## src/rtl/core/qec4_pkg.sv

```systemverilog
// ----------------------------------------------------------------------------
// qec4_pkg
// Types, constants and the transition table of the quadrature counter.
// ----------------------------------------------------------------------------
package qec4_pkg;

  localparam int unsigned NUM_CH    = 4;
  localparam int unsigned CNT_W     = 32;
  localparam int unsigned PHASE_W   = 2;
  localparam int unsigned TICK_W    = 16;
  localparam int unsigned INVERT_W  = NUM_CH;
  localparam int unsigned PADDR_W   = 3;
  localparam int unsigned PDATA_W   = 32;

  localparam int unsigned S_FIELD_W = NUM_CH * PHASE_W + 1;
  localparam int unsigned S_TDATA_W = ((S_FIELD_W + 7) / 8) * 8;
  localparam int unsigned M_FIELD_W = NUM_CH * CNT_W + 1;
  localparam int unsigned M_TDATA_W = ((M_FIELD_W + 7) / 8) * 8;

  localparam logic [INVERT_W-1:0] INVERT_RESET  = INVERT_W'(9);
  localparam logic [TICK_W-1:0]   DIVISOR_RESET = TICK_W'(100);

  typedef enum logic {
    REG_INVERT  = 1'b0,
    REG_DIVISOR = 1'b1
  } reg_idx_e;

  typedef enum logic [1:0] {
    STEP_NONE = 2'd0,
    STEP_UP   = 2'd1,
    STEP_DOWN = 2'd2
  } step_e;

  // Per-tick control shared by all channel slices.
  typedef struct packed {
    logic accept;
    logic clear;
    logic captured;
  } chan_ctrl_t;

  // x4 decoding: one legal Gray-code step counts one, a double change counts none.
  function automatic step_e step_of(input logic [PHASE_W-1:0] prev,
                                    input logic [PHASE_W-1:0] cur);
    step_e s;
    unique case ({prev, cur})
      4'b00_10, 4'b01_00, 4'b10_11, 4'b11_01: s = STEP_UP;
      4'b00_01, 4'b01_11, 4'b10_00, 4'b11_10: s = STEP_DOWN;
      default:                                 s = STEP_NONE;
    endcase
    return s;
  endfunction

endpackage

```

## src/rtl/core/qec4_regs.sv

```systemverilog
// ----------------------------------------------------------------------------
// qec4_regs
// Configuration registers behind the APB port: invert mask and beat divisor.
// ----------------------------------------------------------------------------
module qec4_regs (
  input  logic                              clk_i,
  input  logic                              rst_ni,
  input  logic                              psel,
  input  logic                              penable,
  input  logic                              pwrite,
  input  logic [qec4_pkg::PADDR_W-1:0]      paddr,
  input  logic [qec4_pkg::PDATA_W-1:0]      pwdata,
  output logic [qec4_pkg::PDATA_W-1:0]      prdata,
  output logic                              pready,
  output logic [qec4_pkg::INVERT_W-1:0]     invert_mask_o,
  output logic [qec4_pkg::TICK_W-1:0]       beat_divisor_o
);

  logic [qec4_pkg::INVERT_W-1:0] invert_q;
  logic [qec4_pkg::TICK_W-1:0]   divisor_q;
  qec4_pkg::reg_idx_e            idx;
  logic                          wr_en;

  assign idx    = qec4_pkg::reg_idx_e'(paddr[2]);
  assign wr_en  = psel & penable & pwrite & pready;
  assign pready = 1'b1;

  always_ff @(posedge clk_i or negedge rst_ni) begin
    if (!rst_ni) begin
      invert_q  <= qec4_pkg::INVERT_RESET;
      divisor_q <= qec4_pkg::DIVISOR_RESET;
    end else if (wr_en) begin
      unique case (idx)
        qec4_pkg::REG_INVERT:  invert_q  <= pwdata[qec4_pkg::INVERT_W-1:0];
        qec4_pkg::REG_DIVISOR: divisor_q <= pwdata[qec4_pkg::TICK_W-1:0];
        default: ;
      endcase
    end
  end

  always_comb begin
    prdata = '0;
    unique case (idx)
      qec4_pkg::REG_INVERT:  prdata = qec4_pkg::PDATA_W'(invert_q);
      qec4_pkg::REG_DIVISOR: prdata = qec4_pkg::PDATA_W'(divisor_q);
      default:               prdata = '0;
    endcase
  end

  assign invert_mask_o  = invert_q;
  assign beat_divisor_o = divisor_q;

endmodule

```

## src/rtl/core/qec4_chan.sv

```systemverilog
// ----------------------------------------------------------------------------
// qec4_chan
// One encoder slice: stored phase, transition decode and position counter.
// ----------------------------------------------------------------------------
module qec4_chan (
  input  logic                           clk_i,
  input  logic                           rst_ni,
  input  qec4_pkg::chan_ctrl_t           ctrl_i,
  input  logic [qec4_pkg::PHASE_W-1:0]   phase_i,
  input  logic                           invert_i,
  output logic [qec4_pkg::CNT_W-1:0]     count_o
);

  logic [qec4_pkg::PHASE_W-1:0] prev_q;
  logic [qec4_pkg::CNT_W-1:0]   count_q, count_d, base;
  qec4_pkg::step_e              step;

  always_comb begin
    step = qec4_pkg::step_of(prev_q, phase_i);
    // The capture tick only records the phase.
    if (!ctrl_i.captured) begin
      step = qec4_pkg::STEP_NONE;
    end else if (invert_i) begin
      unique case (step)
        qec4_pkg::STEP_UP:   step = qec4_pkg::STEP_DOWN;
        qec4_pkg::STEP_DOWN: step = qec4_pkg::STEP_UP;
        default:             step = qec4_pkg::STEP_NONE;
      endcase
    end
  end

  always_comb begin
    base = ctrl_i.clear ? '0 : count_q;
    unique case (step)
      qec4_pkg::STEP_UP:   count_d = base + qec4_pkg::CNT_W'(1);
      qec4_pkg::STEP_DOWN: count_d = base - qec4_pkg::CNT_W'(1);
      default:             count_d = base;
    endcase
  end

  // The counter doubles as the result register: it moves only on a transfer.
  always_ff @(posedge clk_i or negedge rst_ni) begin
    if (!rst_ni) begin
      prev_q  <= '0;
      count_q <= '0;
    end else if (ctrl_i.accept) begin
      prev_q  <= phase_i;
      count_q <= count_d;
    end
  end

  assign count_o = count_q;

endmodule

```

## src/rtl/core/qec4_beat.sv

```systemverilog
// ----------------------------------------------------------------------------
// qec4_beat
// Tick divider that flags a control beat once every divisor ticks (every tick for a divisor of 0).
// ----------------------------------------------------------------------------
module qec4_beat (
  input  logic                          clk_i,
  input  logic                          rst_ni,
  input  logic                          accept_i,
  input  logic [qec4_pkg::TICK_W-1:0]   divisor_i,
  output logic                          beat_o
);

  logic [qec4_pkg::TICK_W-1:0] tick_q;
  logic [qec4_pkg::TICK_W:0]   next;
  logic                        hit;
  logic                        beat_q;

  assign next = {1'b0, tick_q} + (qec4_pkg::TICK_W + 1)'(1);
  assign hit  = next >= {1'b0, divisor_i};

  always_ff @(posedge clk_i or negedge rst_ni) begin
    if (!rst_ni) begin
      tick_q <= '0;
      beat_q <= 1'b0;
    end else if (accept_i) begin
      tick_q <= hit ? '0 : next[qec4_pkg::TICK_W-1:0];
      beat_q <= hit;
    end
  end

  assign beat_o = beat_q;

endmodule

```

## src/rtl/core/quad_encoder_counter_4ch_unit.sv

```systemverilog
// ----------------------------------------------------------------------------
// quad_encoder_counter_4ch_unit
// Four-channel x4 quadrature decoder with a control-beat tick divider.
// ----------------------------------------------------------------------------
// Usage:
//   Each transfer on the s_axis channel is one sample tick holding the A/B
//   phases of four encoders and a clear flag. Each tick produces exactly one
//   transfer on m_axis with all four 32-bit signed counts and the beat flag.
//   The result is valid in the cycle after the input transfer. Throughput
//   is one tick per cycle unless m_axis stalls; the counters and the phase
//   and tick registers form the result register and are updated in a single
//   pass of an increment/decrement per channel and a 16-bit compare.
//   s_axis_tready is high whenever no result is pending or the pending one is
//   taken in the same cycle, so a stall on m_axis holds the result stable and
//   keeps s_axis_tready low for as long as a result waits. Reset clears all
//   counts, phases and the tick divider, sets the invert mask to 9 and the
//   divisor to 100; the first tick after reset only captures the phases. The
//   user must write registers over APB while idle; the block does not check.
// ----------------------------------------------------------------------------
module quad_encoder_counter_4ch_unit (
  input  logic                              clk_i,
  input  logic                              rst_ni,
  // phase_ch1, phase_ch2, phase_ch3, phase_ch4, clear_counts from bit 0 up
  input  logic [qec4_pkg::S_TDATA_W-1:0]    s_axis_tdata,
  input  logic                              s_axis_tvalid,
  output logic                              s_axis_tready,
  // count_ch1, count_ch2, count_ch3, count_ch4, control_beat from bit 0 up
  output logic [qec4_pkg::M_TDATA_W-1:0]    m_axis_tdata,
  output logic                              m_axis_tvalid,
  input  logic                              m_axis_tready,
  input  logic                              psel,
  input  logic                              penable,
  input  logic                              pwrite,
  input  logic [qec4_pkg::PADDR_W-1:0]      paddr,
  input  logic [qec4_pkg::PDATA_W-1:0]      pwdata,
  output logic [qec4_pkg::PDATA_W-1:0]      prdata,
  output logic                              pready
);

  logic [qec4_pkg::INVERT_W-1:0]                     invert_mask;
  logic [qec4_pkg::TICK_W-1:0]                       beat_divisor;
  logic [qec4_pkg::NUM_CH-1:0][qec4_pkg::CNT_W-1:0]  counts;
  logic                                              beat;
  logic                                              accept;
  logic                                              captured_q;
  logic                                              out_valid_q;
  qec4_pkg::chan_ctrl_t                              ctrl;

  assign s_axis_tready = !out_valid_q || m_axis_tready;
  assign accept        = s_axis_tvalid && s_axis_tready;

  assign ctrl.accept   = accept;
  assign ctrl.clear    = s_axis_tdata[qec4_pkg::NUM_CH * qec4_pkg::PHASE_W];
  assign ctrl.captured = captured_q;

  always_ff @(posedge clk_i or negedge rst_ni) begin
    if (!rst_ni) begin
      captured_q  <= 1'b0;
      out_valid_q <= 1'b0;
    end else begin
      if (accept) begin
        captured_q <= 1'b1;
      end
      if (accept) begin
        out_valid_q <= 1'b1;
      end else if (m_axis_tready) begin
        out_valid_q <= 1'b0;
      end
    end
  end

  qec4_regs u_regs (
    .clk_i          (clk_i),
    .rst_ni         (rst_ni),
    .psel           (psel),
    .penable        (penable),
    .pwrite         (pwrite),
    .paddr          (paddr),
    .pwdata         (pwdata),
    .prdata         (prdata),
    .pready         (pready),
    .invert_mask_o  (invert_mask),
    .beat_divisor_o (beat_divisor)
  );

  for (genvar i = 0; i < qec4_pkg::NUM_CH; i++) begin : g_chan
    qec4_chan u_chan (
      .clk_i    (clk_i),
      .rst_ni   (rst_ni),
      .ctrl_i   (ctrl),
      .phase_i  (s_axis_tdata[i*qec4_pkg::PHASE_W +: qec4_pkg::PHASE_W]),
      .invert_i (invert_mask[i]),
      .count_o  (counts[i])
    );
  end

  qec4_beat u_beat (
    .clk_i     (clk_i),
    .rst_ni    (rst_ni),
    .accept_i  (accept),
    .divisor_i (beat_divisor),
    .beat_o    (beat)
  );

  assign m_axis_tvalid = out_valid_q;
  assign m_axis_tdata  = qec4_pkg::M_TDATA_W'({beat, counts});

endmodule

```

## config.mk

```make
export PLATFORM = sky130hd
export DESIGN_NAME = quad_encoder_counter_4ch_unit
export DESIGN_NICKNAME = d
export VERILOG_FILES = /design/src/rtl/core/qec4_pkg.sv /design/src/rtl/core/qec4_regs.sv /design/src/rtl/core/qec4_chan.sv /design/src/rtl/core/qec4_beat.sv /design/src/rtl/core/quad_encoder_counter_4ch_unit.sv
export SDC_FILE = /design/constraint.sdc
export NUM_CORES = 1
export LEC_CHECK = 0
export BUFFER_PORTS_ARGS = -buffer_cell sky130_fd_sc_hd__buf_2
export CAP_MARGIN = 0
export CORE_MARGIN = 5
export CORE_UTILIZATION = 40
export CTS_CLUSTER_SIZE = 24
export DETAILED_ROUTE_END_ITERATION = 6
export GPL_TIMING_DRIVEN = 0
export PLACE_DENSITY_LB_ADDON = 0.25
export SYNTH_ARGS = -nofsm -noshare
export SYNTH_HDL_FRONTEND = slang
export SYNTH_SLANG_ARGS = --single-unit
```

## constraint.sdc

```tcl
create_clock -name clk_i -period 5.07 [get_ports clk_i]
set_clock_uncertainty 0.05 [all_clocks]
set_input_delay 0.7605 -clock clk_i [delete_from_list [all_inputs] [get_ports clk_i]]
set_output_delay 0.7605 -clock clk_i [all_outputs]
set_load 0.02 [all_outputs]
```

==> results of run 1 <==
cells in the final DEF (no fill, tap or decap), drive strengths merged, types with 24 or more instances in the layout:
master,count
nand2b,26
dfrtp,170
a22o,34
nand4,27
mux2,29
xnor2,104
nand3,66
nor3,52
a21oi,245
nand2,261
buf,267
a31oi,33
nor2,239
inv,77
o21ai,199
and2,31
o31ai,37
conb,24
a21o,48
clkbuf,144
xor2,31
ha,85
o21bai,29
nor2b,89
power breakdown:
part	switching, mW	internal [mW]
clock network	0.718	0.706
registers	0.615	1.84
logic	3.65	2.00
final cells by class:
class	count	share of cell area [%]
Clock buffer	18	2.07
Multi-Input combinational cell	2042	61.3
Tap cell	600	3.53
Inverter	71	1.29
Buffer	199	5.33
Sequential cell	175	20.7
Timing Repair Buffer	195	5.16
Clock inverter	14	0.678
metrics by stage:
step | area [um^2] | hold WS, ns | power, mW | utilization (%) | setup slack, ns
final | 21200 | 0.0800 | 9.52 | 46.9 | 0.0880
after global routing | 21200 | 0.120 | 10.1 | 46.9 | -0.0802
after CTS | 21000 | 0.0891 | 9.37 | 46.3 | 0.00641
after detailed placement | 20200 | 0.438 | 7.87 | 44.5 | -2.12
after global placement | 20100 | 0.433 | 7.77 | 44.4 | -2.11
after floorplan | 18400 | 0.415 | 6.08 | - | 0.0239
flip-flops by register name (all words and copies together) (netlist names):
signal	flops
g_chan.u_chan.count_o	128
u_beat.beat_o	1
m_axis_tvalid	1
captured_q	1
u_beat.tick_q	16
u_regs.invert_mask_o	4
u_regs.beat_divisor_o	16
g_chan.u_chan.prev_q	8
cell families (layout without fill, tap and decap cells):
family          count (synthesis)  in the layout  synth area share, %
xor+xnor                      135            135                 6.47
mux                            52             52                 3.05
simple gates                  882            882                 23.2
other cells                     2             24               0.0411
buf+inv                       274            497                 6.50
fa+ha+maj                      85             85                 5.82
flops                         175            175                 24.0
compound gates                864            864                 30.9
timing repair:
item	4_1_cts	5_1_grt
cloned	1	0
setup buffers	3	12
gates resized for setup	56	60
endpoints found under the hold margin	0	0
pin swaps	4	8
setup endpoints to repair	83	41
how the worst min path moves through the flow:
| stage | slack [ns] | to | cells after the start |
|---|---|---|---|
| floorplan | 0.41 | captured_q | 0 |
| global placement | 0.43 | g_chan[0].u_chan.count_o[20] | 2 |
| detailed placement | 0.44 | g_chan[0].u_chan.count_o[23] | 2 |
| CTS | 0.09 | g_chan[0].u_chan.count_o[22] | 1 |
| global route | 0.12 | g_chan[0].u_chan.count_o[23] | 1 |
| finish | 0.08 | g_chan[0].u_chan.count_o[22] | 1 |
metal layers:
metal | wire length, um | track usage (%) | vias to the layer above
met5 | 7 | 0 | -
met4 | 3370 | 13.3 | 2
met3 | 8320 | 8.62 | 215
met2 | 34800 | 47.1 | 1124
met1 | 31700 | 38.7 | 9790
li1 | - | - | 9423
==> flow_metrics.env, run 1 <==
export IMPL_start_util_pct=40.4
export IMPL_r2r_setup_slack_ns=0.10
export IMPL_max_freq_ghz=0.201
export IMPL_finalSetupViolations=0
export IMPL_dieArea_um2=50100
export IMPL_final_hold_viol_count=0
export IMPL_dp_hpwl_mm=57.3
export IMPL_min_period_ns=4.98
export IMPL_synth_avg_cell_area_um2=7.40
export IMPL_gp_congestion=0.970
export IMPL_endpoint_kind="register"
export IMPL_critPathRequiredTime_ns=5.40
export IMPL_root_buffer="clkbuf_16"
export IMPL_outcome="finished, final reports clean"
export IMPL_arrival_ns=5.31
export IMPL_cp_slowest_stage_delay_ns=0.44
export IMPL_crit_chain="buf_6 -> buf_8 -> buf_6 -> inv_2 -> clkbuf_2 -> buf_4 -> clkbuf_4 -> nand2_1 -> inv_1 -> ha_1 -> a31oi_1 -> nor3_1 -> a211oi_1 -> nor2_1 -> nor4_4 -> nor2_1 -> xnor2_1 -> o32ai_1 -> nor2_1"
export IMPL_placedCellCount=3270
export IMPL_path_depth=19
export IMPL_clock_latency_ns=0.52
export IMPL_nFillCells=4648
export IMPL_layout_nets=2844
export IMPL_ys_warn_count=0
export IMPL_crit_path_start="s_axis_tdata[8]"
export IMPL_antenna_cells=0
export IMPL_drtIter0Drc=2304
export IMPL_ys_flop_type="dfrtp_1"
export IMPL_critPathKind="input pin to register"
export IMPL_routed_wirelength_mm=78.2
export IMPL_dr_total_vias=20600
export IMPL_cts_num_sinks=175
export IMPL_cp_top_family="buffers and inverters"
export IMPL_layout_drive_gt1_share_pct=15.3
export IMPL_antenna_found_initial=2
export IMPL_grt_ovfl_total=0
export IMPL_crit_fanout=10
export IMPL_setup_tns_ns=0
export IMPL_maxSlewViolCount=0
export IMPL_fin_crit_sh_pct=98.3
export IMPL_synth_cell_type_count=96
export IMPL_dieHeight_um=224
export IMPL_yosysTopAreaCellShare_pct=23.3
export IMPL_yosys_top_cells_area="dfrtp_1 23%, a21oi_1 6.7%, ha_1 5.8%"
export IMPL_yosysMostFrequentCell="nand2_1"
export IMPL_ff_latch_area_um2=4390
export IMPL_worst_pin_slew_ns=1.35
export IMPL_rows=78
export IMPL_cts_tree="built"
export IMPL_vdd_drop_max_uv=331
export IMPL_synth_common_cells="261 x nand2_1, 244 x a21oi_1, 236 x nor2_1"
export IMPL_p_leak_nw=9.38
export IMPL_relSlewSlack_pct=9.36
export IMPL_crit_buf_inv=8
export IMPL_ant_nets=0
export IMPL_die_x_um=224
export IMPL_syn_area_um2=18300
export IMPL_post_route_drc_count=0
export IMPL_io_pins=229
export IMPL_wire_per_inst_um=23.6
export IMPL_yosysSeqAreaShare_pct=24.0
export IMPL_cp_common_cell="nor2_1"
export IMPL_clockBufferDepth=2
export IMPL_clk_pin_slew_ns=0.09
export IMPL_core_um2=45300
export IMPL_final_instance_count_excl_fill=3314
export IMPL_critPathCapture="g_chan[2].u_chan.count_o[27]"
export IMPL_synth_edff_count=0
export IMPL_yosys_area_top_type="dfrtp_1"
export IMPL_grt_pass1_wl_mm=117
export IMPL_hp_class="input pin to asynchronous set/reset pin"
export IMPL_hold_buffers=0
export IMPL_port_buffers=177
export IMPL_cp_slowest_cell="a211oi_1"
export IMPL_reg2reg_depth=22
export IMPL_via_per_inst=6.20
export IMPL_grt_pass1_vias=19300
export IMPL_async_reset_ff_share_pct=100
export IMPL_area_growth_pct=16.2
export IMPL_multi_input_area_um2=13000
export IMPL_grtUsageTotal_pct=30.0
export IMPL_regToRegStartpoint="g_chan[2].u_chan.prev_q[0]"
export IMPL_htreeDepth=4
export IMPL_timing_rr_end="g_chan[2].u_chan.count_o[28]"
export IMPL_firstDrtPassIters=6
export IMPL_cts_made_buffers=17
export IMPL_cap_viol_max_count=0
export IMPL_p_per_area_nw_per_um2=448
export IMPL_grt_setup_unrepaired="yes"
export IMPL_synth_seq_cells=175
export IMPL_startpoint_type="input pin"
export IMPL_synth_cells=2469
export IMPL_grt_max_degree=60
No activity file was read; power rests on OpenSTA's default activity.
==> run 2, diff against run 1 <==
--- a/config.mk
+++ b/config.mk
@@ -15,4 +15,5 @@
 export PLACE_DENSITY_LB_ADDON = 0.25
 export SYNTH_ARGS = -nofsm -noshare
 export SYNTH_HDL_FRONTEND = slang
+export SYNTH_HIERARCHICAL = 1
 export SYNTH_SLANG_ARGS = --single-unit
==> flow_metrics.env, run 2 <==
export IMPL_placedCellCount=3355
export IMPL_area_growth_pct=12.8
export IMPL_grt_ovfl_total=0
export IMPL_grt_pass1_wl_mm=112
export IMPL_vdd_drop_max_uv=281
export IMPL_arrival_ns=5.26
export IMPL_wire_per_inst_um=21.2
export IMPL_grtUsageTotal_pct=26.0
export IMPL_syn_area_um2=19800
export IMPL_clock_latency_ns=0.51
export IMPL_yosysSeqAreaShare_pct=22.2
export IMPL_violations="DRC"
export IMPL_antenna_cells=0
export IMPL_crit_buf_inv=2
export IMPL_critPathRequiredTime_ns=5.42
export IMPL_synth_seq_cells=175
export IMPL_antenna_found_initial=3
export IMPL_final_instance_count_excl_fill=3384
export IMPL_p_per_area_nw_per_um2=460
export IMPL_routed_wirelength_mm=71.9
export IMPL_rows=81
export IMPL_gp_congestion=0.950
export IMPL_setup_tns_ns=0
export IMPL_nFillCells=4913
export IMPL_worst_pin_slew_ns=1.06
export IMPL_synth_edff_count=0
export IMPL_cp_top_family="compound AO/OA/AOI/OAI gates"
export IMPL_clk_pin_slew_ns=0.08
export IMPL_synth_common_cells="225 x a21oi_1, 225 x nor2_1, 193 x nand2_1"
export IMPL_p_leak_nw=9.53
export IMPL_cts_num_sinks=175
export IMPL_synth_cells=2491
export IMPL_cap_viol_max_count=0
export IMPL_htreeDepth=4
export IMPL_cp_slowest_cell="ha_1"
export IMPL_outcome="finished with violations"
export IMPL_power_total_mw=10.3
export IMPL_crit_chain="xor2_1 -> or3_1 -> a21boi_1 -> ha_1 -> buf_4 -> clkinv_1 -> o221a_2 -> nor3_2 -> o31a_2 -> o21ai_4 -> o31ai_2 -> mux2_4 -> a311oi_2 -> mux2i_1 -> o22a_1"
export IMPL_ys_warn_count=6
export IMPL_io_pins=229
export IMPL_dp_hpwl_mm=53.2
export IMPL_largest_reg_flops=128
export IMPL_via_per_inst=6.01
export IMPL_clockBufferDepth=2
export IMPL_die_x_um=232
export IMPL_ys_flop_type="dfrtp_1"
export IMPL_firstDrtPassIters=7
export IMPL_startpoint_type="register"
export IMPL_cts_tree="built"
export IMPL_yosys_area_top_type="dfrtp_1"
export IMPL_hp_class="input pin to asynchronous set/reset pin"
export IMPL_finalSetupViolations=0
export IMPL_start_util_pct=40.4
export IMPL_root_buffer="clkbuf_16"
export IMPL_core_um2=49000
export IMPL_layout_nets=2850
export IMPL_max_freq_ghz=0.204
export IMPL_hold_ws_ns=0.178
export IMPL_relSlewSlack_pct=28.7
export IMPL_grt_max_degree=89
export IMPL_min_period_ns=4.90
export IMPL_post_route_drc_count=4
export IMPL_yosysTopAreaCellShare_pct=21.5
export IMPL_fin_crit_sh_pct=96.7
export IMPL_dr_total_vias=20300
export IMPL_yosys_top_cells_area="dfrtp_1 21%, a21oi_1 5.7%, xnor2_1 5.4%"
export IMPL_synth_cell_type_count=125
export IMPL_ant_nets=0
export IMPL_crit_fanout=16
export IMPL_endpoint_kind="register"
export IMPL_maxSlewViolCount=0
export IMPL_synth_avg_cell_area_um2=7.94
export IMPL_cp_slowest_stage_delay_ns=0.75
export IMPL_critPathKind="register to register"
export IMPL_final_cell_mix="225 x nor2_1, 225 x a21oi_1, 216 x buf_2, 193 x nand2_1, 169 x dfrtp_1"
export IMPL_cts_made_buffers=17
export IMPL_multi_input_area_um2=13900
export IMPL_dieArea_um2=54000
export IMPL_ff_latch_area_um2=4390
export IMPL_final_hold_viol_count=0
export IMPL_drtIter0Drc=1961
export IMPL_dieHeight_um=232
export IMPL_port_buffers=178
export IMPL_layout_drive_gt1_share_pct=18.8
export IMPL_async_reset_ff_share_pct=100
export IMPL_grt_pass1_vias=19500
export IMPL_hold_buffers=0
==> run 2: cell count changes in the layout (fill, tap and decap cells not counted), sizes merged, moves of 20 or more <==
cell	before	now
inv	77	97
o31ai	37	16
clkbuf	144	103
nand2	261	195
o21ai	199	168
buf	267	306
==> run 2: path summary, 6_finish.rpt <==
check | startpoint | end | slack [ns] | depth (start not counted)
max | g_chan[3].u_chan/prev_q[0] | g_chan[3].u_chan/count_o[17] | 0.17 | 15
min | rst_ni | u_regs/beat_divisor_o[9] | 0.18 | 1
max reg2reg | g_chan[3].u_chan/prev_q[0] | g_chan[3].u_chan/count_o[17] | 0.17 | 15
min reg2reg | g_chan[1].u_chan/count_o[19] | g_chan[1].u_chan/count_o[19] | 0.45 | 2
max in group asynchronous | rst_ni | g_chan[3].u_chan/count_o[26] | 3.84 | 2
min in group clk_i | s_axis_tvalid | captured_q | 0.42 | 2
==> run 2: cell type report <==
type,count,area share (%)
Buffer,211,5.79
Sequential cell,175,19.7
Tap cell,664,3.72
Inverter,95,1.60
Clock buffer,17,1.91
Timing Repair Buffer,181,4.24
Multi-Input combinational cell,2026,62.4
Clock inverter,15,0.656
==> run 2: layer usage <==
metal,share of wire (%),track usage [%],up-vias
met3,6.5,4.01,128
met1,45,35.8,9868
li1,-,-,9572
met2,46,41.5,775
met5,0.029,0,-
met4,2.7,9.14,4
==> run 2: power breakdown <==
group | total (mW) | switching, mW | internal, mW
logic | 6.48 | 4.12 | 2.36
clock network | 1.37 | 0.722 | 0.651
registers | 2.41 | 0.541 | 1.87
total | 10.3 | 5.38 | 4.88
==> run 2: timing repair <==
item                       4_1_cts  5_1_grt
setup endpoints to repair       44       25
setup buffers                    1        1
gates resized for setup         17       25
pin swaps                        2        4
hold endpoints to repair         0        0
==> run 2: logic make-up after synthesis <==
logic type                 after synthesis  share of synthesized area [%]
AOI/OAI and AO/OA                      855                           30.7
muxes                                   79                           4.49
DFF                                    175                           22.2
other                                    3                         0.0569
xor gates and xnor gates               154                           6.85
buffers and inverters                  311                           8.33
and+or+nand+nor                        829                           22.1
adders and majority gates               85                           5.37
==> run 2: per-stage QoR <==
| step | utilization (%) | instance area [um^2] | worst slack [ns] |
|---|---|---|---|
| finish | 45.6 | 22300 | 0.168 |
| detailed placement | 44.2 | 21600 | -0.942 |
| global placement | 44.1 | 21600 | -0.973 |
| global route | 45.6 | 22300 | -0.0132 |
| floorplan | - | 19900 | 0.367 |
| CTS | 45.4 | 22200 | 0.00133 |
==> run 2: worst reg2reg max path, stage by stage, from the launching register on <==
cell	delay, ns
dfrtp_1	0.41
xor2_1	0.16
or3_1	0.34
a21boi_1	0.22
ha_1	0.75
buf_4	0.34
clkinv_1	0.23
o221a_2	0.38
nor3_2	0.19
o31a_2	0.22
o21ai_4	0.08
o31ai_2	0.41
mux2_4	0.35
a311oi_2	0.33
mux2i_1	0.13
o22a_1	0.21
==> run 3, diff against run 2 <==
--- a/config.mk
+++ b/config.mk
@@ -9,6 +9,7 @@
 export CAP_MARGIN = 0
 export CORE_MARGIN = 5
 export CORE_UTILIZATION = 40
+export CTS_BUF_LIST = sky130_fd_sc_hd__clkbuf_8
 export CTS_CLUSTER_SIZE = 24
 export DETAILED_ROUTE_END_ITERATION = 6
 export GPL_TIMING_DRIVEN = 0
==> flow_metrics.env, run 3 (same netlist as run 2, synthesis figures left out) <==
export IMPL_postLayoutCellArea_um2=22100
export IMPL_area_growth_pct=11.7
export IMPL_cp_top_family="compound AO/OA/AOI/OAI gates"
export IMPL_dr_total_vias=20300
export IMPL_antenna_found_initial=3
export IMPL_critPathKind="register to register"
export IMPL_cp_slowest_stage_delay_ns=0.75
export IMPL_worst_pin_slew_ns=1.07
export IMPL_min_period_ns=4.89
export IMPL_p_leak_nw=9.43
export IMPL_outcome="finished, final reports clean"
export IMPL_startpoint_type="register"
export IMPL_critPathRequiredTime_ns=5.51
export IMPL_ant_nets=0
export IMPL_arrival_ns=5.33
export IMPL_clock_latency_ns=0.59
export IMPL_maxSlewViolCount=0
export IMPL_p_per_area_nw_per_um2=449
export IMPL_placed_area_um2=21600
export IMPL_power_total_mw=9.92
export IMPL_io_pins=229
export IMPL_crit_fanout=16
export IMPL_dp_hpwl_mm=53.2
export IMPL_finalSetupViolations=0
export IMPL_crit_buf_inv=2
export IMPL_port_buffers=178
export IMPL_clk_pin_slew_ns=0.12
export IMPL_r2r_setup_slack_ns=0.18
export IMPL_setup_tns_ns=0
export IMPL_max_freq_ghz=0.204
export IMPL_htreeDepth=4
export IMPL_grtUsageTotal_pct=25.9
export IMPL_cts_num_sinks=175
export IMPL_root_buffer="clkbuf_8"
export IMPL_grt_ovfl_total=0
export IMPL_layout_nets=2850
export IMPL_final_instance_count_excl_fill=3384
export IMPL_clockBufferDepth=2
export IMPL_layout_drive_gt1_share_pct=18.8
export IMPL_core_um2=49000
export IMPL_largest_reg_flops=128
export IMPL_dieArea_um2=54000
export IMPL_routed_wirelength_mm=71.8
export IMPL_final_cell_mix="225 x nor2_1, 225 x a21oi_1, 217 x buf_2, 193 x nand2_1, 169 x dfrtp_1"
export IMPL_timing_rr_end="g_chan[3].u_chan/count_o[17]"
export IMPL_firstDrtPassIters=6
export IMPL_cts_tree="built"
export IMPL_via_per_inst=6.01
export IMPL_relSlewSlack_pct=28.2
export IMPL_start_util_pct=40.4
export IMPL_final_hold_viol_count=0
export IMPL_reg2reg_depth=15
export IMPL_endpoint_kind="register"
export IMPL_gp_congestion=0.950
export IMPL_wire_per_inst_um=21.2
export IMPL_regToRegStartpoint="g_chan[3].u_chan/prev_q[0]"
export IMPL_grt_pass1_wl_mm=112
export IMPL_path_depth=15
export IMPL_placedCellCount=3355
export IMPL_rows=81
export IMPL_cts_made_buffers=17
export IMPL_crit_path_start="g_chan[3].u_chan/prev_q[0]"
export IMPL_die_x_um=232
export IMPL_crit_chain="xor2_1 -> or3_1 -> a21boi_1 -> ha_1 -> buf_4 -> clkinv_1 -> o221a_2 -> nor3_2 -> o31a_2 -> o21ai_4 -> o31ai_2 -> mux2_4 -> a311oi_2 -> mux2i_1 -> o22a_1"
export IMPL_cap_viol_max_count=0
export IMPL_cp_slowest_cell="ha_1"
export IMPL_dieHeight_um=232
export IMPL_grt_pass1_vias=19500
export IMPL_drtIter0Drc=2009
export IMPL_post_route_drc_count=0
export IMPL_grt_setup_unrepaired="no"
export IMPL_vdd_drop_max_uv=226
export IMPL_hp_class="input pin to asynchronous set/reset pin"
export IMPL_antenna_cells=0
export IMPL_hold_buffers=0
export IMPL_critPathCapture="g_chan[3].u_chan/count_o[17]"
export IMPL_grt_max_degree=89
export IMPL_fin_crit_sh_pct=96.5
[run 3: cell count changes in the layout (fill, tap and decap cells not counted), sizes merged]
cell	delta
clkbuf	-1
buf	+1
[run 3: final cells by class]
type	instances	area [um^2]
fill	4938	26800
multi-input combinational	2026	13900
sequential	175	4390
buffer	211	1290
timing repair buffer	181	946
tap	664	831
inverter	95	357
clock buffer	17	234
clock inverter	15	146
[run 3: per-stage QoR]
step	util, %	setup WS, ns	hold slack (ns)
floorplan	-	0.367	0.402
global placement	44.1	-0.973	0.421
detailed placement	44.2	-0.942	0.433
CTS	45.0	0.0115	0.0994
global route	45.2	0.0111	0.137
finish	45.2	0.178	0.0865
[run 3: metal layers]
layer / vias to the layer above / part of all wire, % / global-route usage, %
li1: 9565 / - / -
met1: 9871 / 45 / 35.9
met2: 758 / 46 / 41.4
met3: 127 / 6.2 / 3.95
met4: 4 / 2.7 / 8.90
met5: - / 0.029 / 0
[run 3: worst reg2reg max path: stages (launching register included)]
cell	delay [ns]
dfrtp_1	0.42
xor2_1	0.16
or3_1	0.34
a21boi_1	0.22
ha_1	0.75
buf_4	0.35
clkinv_1	0.23
o221a_2	0.38
nor3_2	0.19
o31a_2	0.21
o21ai_4	0.08
o31ai_2	0.39
mux2_4	0.35
a311oi_2	0.33
mux2i_1	0.13
o22a_1	0.21
[run 3: worst min-delay path by stage]
stage / from / to / slack, ns / depth (start not counted)
after floorplan: u_beat/beat_o / u_beat/beat_o / 0.40 / 1
after global routing: rst_ni / u_regs/beat_divisor_o[9] / 0.14 / 1
final: rst_ni / u_regs/beat_divisor_o[9] / 0.09 / 1
after global placement: u_beat/beat_o / u_beat/beat_o / 0.42 / 1
after detailed placement: u_beat/beat_o / u_beat/beat_o / 0.43 / 1
after CTS: rst_ni / u_regs/beat_divisor_o[9] / 0.1 / 1
[run 3: report_power, final]
part | total [mW] | switching, mW | internal (mW) | leakage (nW)
clock network | 1.04 | 0.680 | 0.363 | 0.197
logic | 6.47 | 4.12 | 2.36 | 6.98
registers | 2.41 | 0.543 | 1.86 | 2.26
total | 9.92 | 5.34 | 4.58 | 9.43
[run 3: repair_timing]
| action | in CTS | in global routing |
|---|---|---|
| setup buffers | 1 | 1 |
| endpoints found under the hold margin | 0 | 0 |
| gates cloned | 0 | 0 |
| setup endpoints to repair | 40 | 31 |
| pin swaps | 2 | 3 |
| resized for setup | 17 | 22 |
